==> src/hw/rtl/wgm_pkg.sv <==
// ============================================================================
// wgm_pkg
// Shared types, constants and helpers of the wildcard glob matcher.
// ============================================================================
package wgm_pkg;

    localparam int MAX_PATTERN_DEF = 32;

    localparam logic [7:0] SYM_STAR = 8'h2A;
    localparam logic [7:0] SYM_ANY  = 8'h3F;

    typedef enum logic [1:0] {
        ACT_APPEND = 2'd0,
        ACT_CLEAR  = 2'd1,
        ACT_TEXT   = 2'd2,
        ACT_END    = 2'd3
    } action_t;

    typedef struct packed {
        logic append;
        logic clear;
        logic text;
        logic done;
    } item_ctrl_t;

    function automatic logic [7:0] fold_sym(input logic [7:0] c, input logic en);
        logic is_upper;
        is_upper = (c >= 8'h41) && (c <= 8'h5A);
        return (en && is_upper) ? (c | 8'h20) : c;
    endfunction

endpackage

==> src/hw/rtl/wildcard_glob_matcher_unit.sv <==
// ============================================================================
// wildcard_glob_matcher_unit
// Streaming glob matcher ('*' any run, '?' any one symbol), optional case fold.
// ============================================================================
// Usage:
//   Input channel (in_valid/in_stall, action, symbol) carries one request per
//   cycle unless stalled: append pattern symbol, clear pattern, text symbol,
//   end of text. Only end of text produces a result on the output channel
//   (out_valid/out_stall, matched, pattern_overflow).
//   Config channel (cfg_valid/cfg_ready, cfg_data) writes fold_case; it is
//   always ready. The user must write it only while the matcher is idle;
//   the block does not enforce this. A request is held in the input register
//   and evaluated from it; its result is registered to the outputs. The unit
//   takes one request per cycle while not stalled; the active position
//   vector is updated by prefix star closure plus per-position compare.
//   Reset: empty pattern, overflow cleared, position zero active, fold_case 1.
//   A stalled result holds; the input register keeps filling and only an
//   end-of-text request waits, which then raises in_stall.
//   Patterns longer than MAX_PATTERN set overflow until the next clear.
// ============================================================================
module wildcard_glob_matcher_unit #(
    parameter int MAX_PATTERN = wgm_pkg::MAX_PATTERN_DEF
) (
    input  logic       clk,
    input  logic       rst_n,
    input  logic       in_valid,
    output logic       in_stall,
    input  logic [1:0] action,
    input  logic [7:0] symbol,
    output logic       out_valid,
    input  logic       out_stall,
    output logic       matched,
    output logic       pattern_overflow,
    input  logic       cfg_valid,
    output logic       cfg_ready,
    input  logic       cfg_data
);
    import wgm_pkg::*;

    localparam int LEN_W = $clog2(MAX_PATTERN + 1);

    logic                 in_vld_reg;
    logic                 in_vld_next;
    action_t              action_reg;
    logic [7:0]           symbol_reg;
    logic                 fold_reg;
    logic                 fold_next;
    logic                 out_vld_reg;
    logic                 out_vld_next;
    logic                 matched_reg;
    logic                 ovf_out_reg;

    item_ctrl_t           ctrl;
    logic                 advance;
    logic [MAX_PATTERN-1:0] star_vec;
    logic [MAX_PATTERN-1:0] hit_vec;
    logic [LEN_W-1:0]     pat_len;
    logic                 overflow;
    logic                 verdict;
    logic [MAX_PATTERN:0] active;

    always_comb
    begin
        ctrl = '0;
        unique case (action_reg)
            ACT_APPEND: ctrl.append = 1'b1;
            ACT_CLEAR:  ctrl.clear  = 1'b1;
            ACT_TEXT:   ctrl.text   = 1'b1;
            ACT_END:    ctrl.done   = 1'b1;
            default:    ctrl = '0;
        endcase
    end

    assign advance  = in_vld_reg && (!ctrl.done || !out_vld_reg || !out_stall);
    assign in_stall = in_vld_reg && !advance;

    assign in_vld_next  = in_stall ? in_vld_reg : in_valid;
    assign out_vld_next = (advance && ctrl.done) ? 1'b1 :
                          (out_stall ? out_vld_reg : 1'b0);
    assign fold_next    = (cfg_valid && cfg_ready) ? cfg_data : fold_reg;

    always_ff @(posedge clk or negedge rst_n)
    begin
        if (!rst_n)
        begin
            in_vld_reg  <= 1'b0;
            out_vld_reg <= 1'b0;
            fold_reg    <= 1'b1;
        end
        else
        begin
            in_vld_reg  <= in_vld_next;
            out_vld_reg <= out_vld_next;
            fold_reg    <= fold_next;
        end
    end

    always_ff @(posedge clk)
    begin
        if (in_valid && !in_stall)
        begin
            action_reg <= action_t'(action);
            symbol_reg <= symbol;
        end
        if (advance && ctrl.done)
        begin
            matched_reg <= verdict;
            ovf_out_reg <= overflow;
        end
    end

    wgm_pattern_store #(
        .MAX_PATTERN (MAX_PATTERN)
    ) u_store (
        .clk       (clk),
        .rst_n     (rst_n),
        .fire      (advance),
        .ctrl      (ctrl),
        .symbol    (symbol_reg),
        .fold_case (fold_reg),
        .star_vec  (star_vec),
        .hit_vec   (hit_vec),
        .pat_len   (pat_len),
        .overflow  (overflow)
    );

    wgm_nfa #(
        .MAX_PATTERN (MAX_PATTERN)
    ) u_nfa (
        .clk      (clk),
        .rst_n    (rst_n),
        .fire     (advance),
        .ctrl     (ctrl),
        .star_vec (star_vec),
        .hit_vec  (hit_vec),
        .pat_len  (pat_len),
        .overflow (overflow),
        .verdict  (verdict),
        .active   (active)
    );

    assign cfg_ready        = 1'b1;
    assign out_valid        = out_vld_reg;
    assign matched          = matched_reg;
    assign pattern_overflow = ovf_out_reg;

    a_ovf_no_match: assert property (@(posedge clk) disable iff (!rst_n)
        out_valid |-> !(matched && pattern_overflow))
        else $error("match reported with pattern overflow");

    a_clear_empties: assert property (@(posedge clk) disable iff (!rst_n)
        (advance && ctrl.clear) |=> (pat_len == '0 && !overflow))
        else $error("clear did not empty pattern");

    a_rearm: assert property (@(posedge clk) disable iff (!rst_n)
        (advance && (ctrl.done || ctrl.clear)) |=> (active == (MAX_PATTERN + 1)'(1)))
        else $error("active set not rearmed");

    a_stall_only_end: assert property (@(posedge clk) disable iff (!rst_n)
        in_stall |-> (ctrl.done && out_vld_reg && out_stall))
        else $error("input stalled without a blocked result");

endmodule

==> src/hw/rtl/wgm_pattern_store.sv <==
// ============================================================================
// wgm_pattern_store
// Pattern symbol cells with length and overflow tracking; per-position
// star and hit flags ('?' or equal symbol) for the current text symbol.
// ============================================================================
module wgm_pattern_store #(
    parameter int MAX_PATTERN = wgm_pkg::MAX_PATTERN_DEF
) (
    input  logic                               clk,
    input  logic                               rst_n,
    input  logic                               fire,
    input  wgm_pkg::item_ctrl_t                ctrl,
    input  logic [7:0]                         symbol,
    input  logic                               fold_case,
    output logic [MAX_PATTERN-1:0]             star_vec,
    output logic [MAX_PATTERN-1:0]             hit_vec,
    output logic [$clog2(MAX_PATTERN+1)-1:0]   pat_len,
    output logic                               overflow
);
    import wgm_pkg::*;

    localparam int LEN_W = $clog2(MAX_PATTERN + 1);
    localparam int IDX_W = (MAX_PATTERN > 1) ? $clog2(MAX_PATTERN) : 1;

    logic [7:0]       store_reg [MAX_PATTERN];
    logic [LEN_W-1:0] len_reg;
    logic [LEN_W-1:0] len_next;
    logic             ovf_reg;
    logic             ovf_next;
    logic             room;
    logic [7:0]       fsym;

    assign room = len_reg < LEN_W'(MAX_PATTERN);
    assign fsym = fold_sym(symbol, fold_case);

    always_comb
    begin
        len_next = len_reg;
        ovf_next = ovf_reg;
        if (fire && ctrl.clear)
        begin
            len_next = '0;
            ovf_next = 1'b0;
        end
        else if (fire && ctrl.append)
        begin
            if (room)
                len_next = len_reg + LEN_W'(1);
            else
                ovf_next = 1'b1;
        end
    end

    always_ff @(posedge clk or negedge rst_n)
    begin
        if (!rst_n)
        begin
            len_reg <= '0;
            ovf_reg <= 1'b0;
        end
        else
        begin
            len_reg <= len_next;
            ovf_reg <= ovf_next;
        end
    end

    always_ff @(posedge clk)
    begin
        if (fire && ctrl.append && room)
            store_reg[len_reg[IDX_W-1:0]] <= symbol;
    end

    always_comb
    begin
        for (int i = 0; i < MAX_PATTERN; i++)
        begin
            star_vec[i] = (LEN_W'(i) < len_reg) && (store_reg[i] == SYM_STAR);
            hit_vec[i]  = (LEN_W'(i) < len_reg) && (store_reg[i] != SYM_STAR) &&
                          ((store_reg[i] == SYM_ANY) ||
                           (fold_sym(store_reg[i], fold_case) == fsym));
        end
    end

    assign pat_len  = len_reg;
    assign overflow = ovf_reg;

endmodule

==> src/hw/rtl/wgm_nfa.sv <==
// ============================================================================
// wgm_nfa
// Active pattern position set with parallel-prefix star closure and
// end-of-text verdict.
// ============================================================================
module wgm_nfa #(
    parameter int MAX_PATTERN = wgm_pkg::MAX_PATTERN_DEF
) (
    input  logic                               clk,
    input  logic                               rst_n,
    input  logic                               fire,
    input  wgm_pkg::item_ctrl_t                ctrl,
    input  logic [MAX_PATTERN-1:0]             star_vec,
    input  logic [MAX_PATTERN-1:0]             hit_vec,
    input  logic [$clog2(MAX_PATTERN+1)-1:0]   pat_len,
    input  logic                               overflow,
    output logic                               verdict,
    output logic [MAX_PATTERN:0]               active
);
    import wgm_pkg::*;

    localparam int LEVELS = $clog2(MAX_PATTERN + 1);

    logic [MAX_PATTERN:0] active_reg;
    logic [MAX_PATTERN:0] active_next;
    logic [MAX_PATTERN:0] closed;
    logic [MAX_PATTERN:0] stepped;

    // closure: position j+1 inherits activity from j across a star
    always_comb
    begin
        logic [MAX_PATTERN:0] g;
        logic [MAX_PATTERN:0] p;
        g = active_reg;
        p = {star_vec, 1'b0};
        for (int k = 0; k < LEVELS; k++)
        begin
            g = g | (p & (g << (1 << k)));
            p = p & (p << (1 << k));
        end
        closed = g;
    end

    assign stepped = {1'b0, closed[MAX_PATTERN-1:0] & star_vec} |
                     {closed[MAX_PATTERN-1:0] & hit_vec, 1'b0};

    assign verdict = !overflow && closed[pat_len];

    always_comb
    begin
        active_next = active_reg;
        priority if (fire && (ctrl.clear || ctrl.done))
            active_next = (MAX_PATTERN + 1)'(1);
        else if (fire && ctrl.text)
            active_next = stepped;
    end

    always_ff @(posedge clk or negedge rst_n)
    begin
        if (!rst_n)
            active_reg <= (MAX_PATTERN + 1)'(1);
        else
            active_reg <= active_next;
    end

    assign active = active_reg;

endmodule
==> config.mk <==
export PLATFORM = sky130hd
export DESIGN_NAME = wildcard_glob_matcher_unit
export DESIGN_NICKNAME = d
export VERILOG_FILES = /design/src/hw/rtl/wgm_pkg.sv /design/src/hw/rtl/wildcard_glob_matcher_unit.sv /design/src/hw/rtl/wgm_pattern_store.sv /design/src/hw/rtl/wgm_nfa.sv
export SDC_FILE = /design/constraint.sdc
export NUM_CORES = 1
export LEC_CHECK = 0
export BUFFER_PORTS_ARGS = -buffer_cell sky130_fd_sc_hd__buf_2
export CAP_MARGIN = 20
export CORE_UTILIZATION = 35
export DETAILED_ROUTE_END_ITERATION = 10
export GPL_TIMING_DRIVEN = 0
export PLACE_DENSITY = 0.61
export SETUP_SLACK_MARGIN = 0.5
export SYNTH_ARGS = -nofsm -noshare
export SYNTH_HDL_FRONTEND = slang
export SYNTH_SLANG_ARGS = --single-unit
==> constraint.sdc <==
create_clock -name clk -period 4.2 [get_ports clk]
set_input_delay 0.42 -clock clk [delete_from_list [all_inputs] [get_ports clk]]
set_output_delay 0.42 -clock clk [all_outputs]
set_load 0.03 [all_outputs]
Yosys cells after proc, flatten, opt, wreduce, memory -nomap -nowiden:

Memory sizes are Yosys's and may differ from the RTL's.
Cells that the tools add are included.

* register bits after elaboration: 55
* memory bits (writable): 256
* bits of input ports: 16
* output and inout bits: 5
* logic and storage cells: 535
* memories: 1

* $add $sub $neg: 1
* $lt $le $gt $ge: 100
* equality and inequality tests: 133
* mux-type cells: 51
* bitwise operators: 20
* reduce and logical (&&, ||, !) cells: 219

Memories
* u_store.store_reg: depth 32, width 8, rd ports 32, clocked after Yosys merged registers in 0, write ports 1, line wgm_pattern_store.sv:25 `logic [7:0] store_reg [MAX_PATTERN];`

Operators by type and width (number)
* == test 8 x 6 -> 1 bit, second input constant: 64
* AND 33 bit: 11
* >= comparator 8 x 7 -> 1 bit, second input constant: 33
* <= comparator 8 x 7 -> 1 bit, second input constant: 33
* == test 8 bit: 32
* inequality test 8 x 6 -> 1 bit, second input constant: 32
* 2-to-1 mux 6 bit: 36
* bitwise OR 33 bit: 6
* logical AND 1 bit: 172
* < comparator 5 x 6 -> 1 bit, first input constant: 16
* 2-to-1 mux 33 bit: 2
* AND 32 bit: 2
* < comparator 4 x 6 -> 1 bit, first input constant: 8
* logical OR 1 bit: 35
* bitwise OR 32 x 33 -> 33 bit: 1
* < comparator 3 x 6 -> 1 bit, first input constant: 4
* < comparator 1 x 6 -> 1 bit, first input constant: 2
* < comparator 2 x 6 -> 1 bit, first input constant: 2
* 2-to-1 mux 1 bit: 12
* < comparator 6 x 7 -> 1 bit, second input constant: 1
* adder 6 x 1 -> 6 bit, second input constant: 1
* binary-select mux 1 bit (select 6 bit): 1
* logical NOT 1 bit: 6
* < comparator 6 bit, second input constant: 1
* other kinds (7): 11

Logic depth before layout (Yosys ltp):

An unclocked memory read counts as a cell.

* depth after elaboration: 19
* mapped depth: 14
* mapped depth without buffers: 13

By module:

Synthesis repeated with hierarchy kept, for this count alone.

* cells, all modules: 1640
* area, all modules: 17458.0 µm²

By module, submodules not included
* wgm_pattern_store: instances 1, cells an instance 1217, area an instance 13930.9 µm², sequential area each 7862.5 µm²
* wgm_nfa: instances 1, cells an instance 392, area an instance 2990.4 µm², sequential area each 827.0 µm²
* wildcard_glob_matcher_unit: instances 1, cells an instance 31, area an instance 536.8 µm², sequential area each 436.7 µm²

Least setup slack after synthesis:

OpenSTA, ideal clock, no wires.

* path type: register to register
* start point: register u_store.len_reg[0], in the netlist u_store.pat_len[0]
* end point: register matched_reg, in the netlist matched, data pin
* library setup time: 0.257 ns
* data arrival time: 3.666 ns
* required time: 3.943 ns
* path slack: 0.277 ns
* cell stages (with the launch flop): 15
* path buffers: 1
* period minus slack after synthesis: 3.923 ns
* path through: dfrtp_1 > inv_1 > clkbuf_1 > ha_1 > nor4b_1 > nor4_4 > a2111oi_1 > nor3_1 > a211oi_1 > a2111o_1 > a211oi_2 > or2_1 > a21o_1 > or3_1 > o2111a_1

* cells in the longest elaborated chain, start to end: 16
* elaborated cells on any way between the ends: 84
* those cells by class: 32 x order compare; 2 x mux; 17 x bitwise; 33 x reduce/logical

Ends and longest elaborated chain
* from (decl): line wgm_pattern_store.sv:26 `logic [LEN_W-1:0] len_reg;`
* from (signal assigned): line wgm_pattern_store.sv:63 `len_reg <= len_next;`
* < comparator 1 x 6 -> 1 bit: line wgm_pattern_store.sv:78 `star_vec[i] = (LEN_W'(i) < len_reg) && (store_reg[i] == SYM_STAR);`
* logical AND 1 bit: line wgm_pattern_store.sv:78
* AND 33 bit: line wgm_nfa.sv:38 `g = g | (p & (g << (1 << k)));`
* bitwise OR 33 bit: line wgm_nfa.sv:38
* AND 33 bit: line wgm_nfa.sv:38
* bitwise OR 33 bit: line wgm_nfa.sv:38
* AND 33 bit: line wgm_nfa.sv:38
* bitwise OR 33 bit: line wgm_nfa.sv:38
* AND 33 bit: line wgm_nfa.sv:38
* bitwise OR 33 bit: line wgm_nfa.sv:38
* AND 33 bit: line wgm_nfa.sv:38
* bitwise OR 33 bit (2 in a row): line wgm_nfa.sv:38
* binary-select mux 1 bit (select 6 bit) *: line wgm_nfa.sv:47 `assign verdict = !overflow && closed[pat_len];`
* 2-to-1 mux 1 bit (implied by the code) *: line wgm_nfa.sv:47
* logical AND 1 bit *: line wgm_nfa.sv:47
* via u_nfa.verdict: line wgm_nfa.sv:17 `output logic verdict,`
* to (signal assigned): line wildcard_glob_matcher_unit.sv:107 `matched_reg <= verdict;`
* to (decl): line wildcard_glob_matcher_unit.sv:50 `logic matched_reg;`

Mark *: on every way through the listed nets, which the timed path passes. The rest lies on a longest branch. The select of a mux whose other input is x is not followed.
A chain may end at the register's enable or synchronous reset.

Worst setup path in the final report:

* start point: register u_store.len_reg[1], in the netlist u_store.pat_len[1]
* end point: register matched_reg, in the netlist matched, data pin

The elaborated chain is that of the path after synthesis.

==> reports/metrics.cfg <==
[outcome]
status = complete, no violations

[clock_tree]
cts-htree-levels = 2
worstSkewPairLatency_ns = 0.56
clock-root-buffer = clkbuf_16
cts_tree = built
cts_buffers = 35
clockBufferDepth = 3
clk_pin_slew_ns = 0.06
clkSinkCount = 311

[detailed_routing]
drt_pass1_iterations = 6
num_vias = 15100
drc = 0
first_iter_violations = 1990
vias_per_cell = 5.96
wl_per_cell_um = 24.1
routed_wl_mm = 61.2
antenna_left = 0

[global_routing]
antenna_found_initial = 0
track_usage = 0.236
grt_pass1_wl_mm = 89.8
gr-total-overflow = 0
grt_pass1_vias = 14300
grt_max_degree = 26

[floorplanning]
pin_count = 21
die_w_um = 227
fp.coreArea_um2 = 50100
die_h_um = 227
rows = 82
die_area_um2 = 51600
start_util = 0.355

[setup_path]
slowest_stage = a2111oi_4
cp_top_family = compound AO/OA/AOI/OAI gates
required_ns = 4.61
startpoint_type = flop
crit_buf_inv = 2
crit_chain = buf_4, buf_4, ha_4, nand2_1, a2111oi_4, nand3_1, o21ai_4, a31oi_4, a211oi_4, o21ai_2, a311oi_2, nor3_1, o31ai_2, o2111a_1
cpPeakStageDelay_ns = 0.46
arrival_ns = 4.21
critical_path_peak_fanout = 7
path_common_cell = buf_4
cp-end-kind = flop
rrSetupSlack_ns = 0.40
path_class = reg -> reg

[sta]
setup_viol = 0
setup_slack_ns = 0.404
drv_slew = 0
max_clock_freq_mhz = 263
clock_skew_ns = 0.0329
maxSlewHeadroom = 0.258
hold_viol_final = 0
period_share = 0.904
tightest_slew_ns = 1.11
rsz0062_at_grt = yes
fin_crit_ns = 3.80
whs_ns = 0.0309

[placed_design]
io_buffers = 19
gp_congestion = 1.02
placed_area_um2 = 19300
place_hpwl_mm = 43.5
detailedPlace.worstSlack_ns = -0.753

[synthesis]
syn_inst = 1703
synthArstFlopShare = 0.138
synth_top_area_cell = edfxtp_1
synth-main-ff-cell = edfxtp_1
synthesis.nets = 1724
yosys_warnings = 0
synthTopCellsByArea = edfxtp_1 45%, xor2_1 6.2%, xnor2_1 5.9%
yosysTopAreaCellShare = 0.453
synth-seq-cells = 311
synthesis.area_um2 = 17800
yosysUniqueCellTypes = 91
synth_edf_count = 268
avgSynthCellArea_um2 = 10.4
ys_seq_area_frac = 0.514

[final_layout]
synthToLayoutAreaGrowth_pct = 21.8
final_cell_mix = 268 x edfxtp_1, 149 x nand2_1, 126 x xor2_1
layout.nets = 1863
num_antenna_cells = 0
layout_commonest_cell = edfxtp_1
final_cell_area_um2 = 21600
nFillCells = 4678
largest_register_ffs = 256
final_core_util = 0.432
drive_above_1_share = 0.166

[power_and_ir_drop]
ir_worst_vdd_mv = 0.220
p_per_area_nw_per_um2 = 337
p_leak_nw = 7.16

[min_path]
hold_class = in -> reg

[job]
drv_cap = 0

[cells by family after synthesis]
logic type	Yosys count	synth area share
DFF	311	0.514
buffers and inverters	88	0.0197
muxes	1	0.000634
adders and majority gates	5	0.00352
AOI/OAI and AO/OA	365	0.140
xor gates and xnor gates	245	0.121
other	1	0.000211
and+or+nand+nor	687	0.201
[routing by layer]
metal	track usage	vias up	wire length, µm
met4	0.120	0	3310
met3	0.0392	192	5100
li1	-	6724	-
met2	0.372	800	27800
met1	0.312	7408	25000
met5	0	-	0
[cells in the mapped netlist (all sizes together), types with 19 or more instances]
library cell,number
nand4,51
clkbuf,45
o21ai,66
edfxtp,268
inv,19
xnor2,119
or3,32
nor4,52
nand3,50
dfrtp,41
xor2,126
a21oi,120
nor2,130
nand2,153
buf,24
nor3,111
[cell type report]
cell class                 count  area, µm²  share of cell area
inverter                      19       73.8             0.00341
sequential                   311       9130               0.422
multi-input combinational   1304       8900               0.412
clock buffer                  45        976              0.0451
tap                          672        841              0.0389
clock inverter                17        146             0.00677
buffer                        69        377              0.0174
timing repair buffer         102       1180              0.0544
[stage by stage]
stage	TNS, ns	cells	total power, mW
global placement	-30.72	2394	4.10
detailed placement	-5.80	2422	4.18
global route	0	2539	7.47
floorplan	0	1703	3.84
CTS	0	2513	7.24
finish	0	2539	7.29
[report_power, final]
part           total (mW)  internal [mW]  switching, mW
registers            3.42           3.39         0.0327
clock network        3.04           1.77           1.27
logic               0.831          0.310          0.521
total                7.29           5.47           1.82
[final timing paths]
kind | startpoint | to | cells past startpoint
max | u_store.pat_len[1] | matched | 14
min | action[0] | action_reg[0] | 1
max reg2reg | u_store.pat_len[1] | matched | 14
min reg2reg | u_nfa.active[23] | u_nfa.active[23] | 1
max in group asynchronous | rst_n | fold_reg | 3
min in group asynchronous | rst_n | u_nfa.active[3] | 2
[worst reg2reg max path, stage by stage (launching register included)]
cell       delay [ns]
dfrtp_2          0.42
buf_4            0.13
buf_4            0.10
ha_4             0.22
nand2_1          0.16
a2111oi_4        0.46
nand3_1          0.21
o21ai_4          0.27
a31oi_4          0.19
a211oi_4         0.36
o21ai_2          0.14
a311oi_2         0.32
nor3_1           0.09
o31ai_2          0.30
o2111a_1         0.28
[what timing repair did]
| action | 4_1_cts | 5_1_grt |
|---|---|---|
| setup endpoints to repair | 33 | 15 |
| pin swaps | 26 | 27 |
| gates cloned | 0 | 0 |
| buffers inserted | 28 | 21 |
| gates resized for setup | 113 | 68 |
| hold buffers | 1 | 0 |
| hold endpoints to repair | 17 | 0 |
Power figures use the tool's default switching activity.
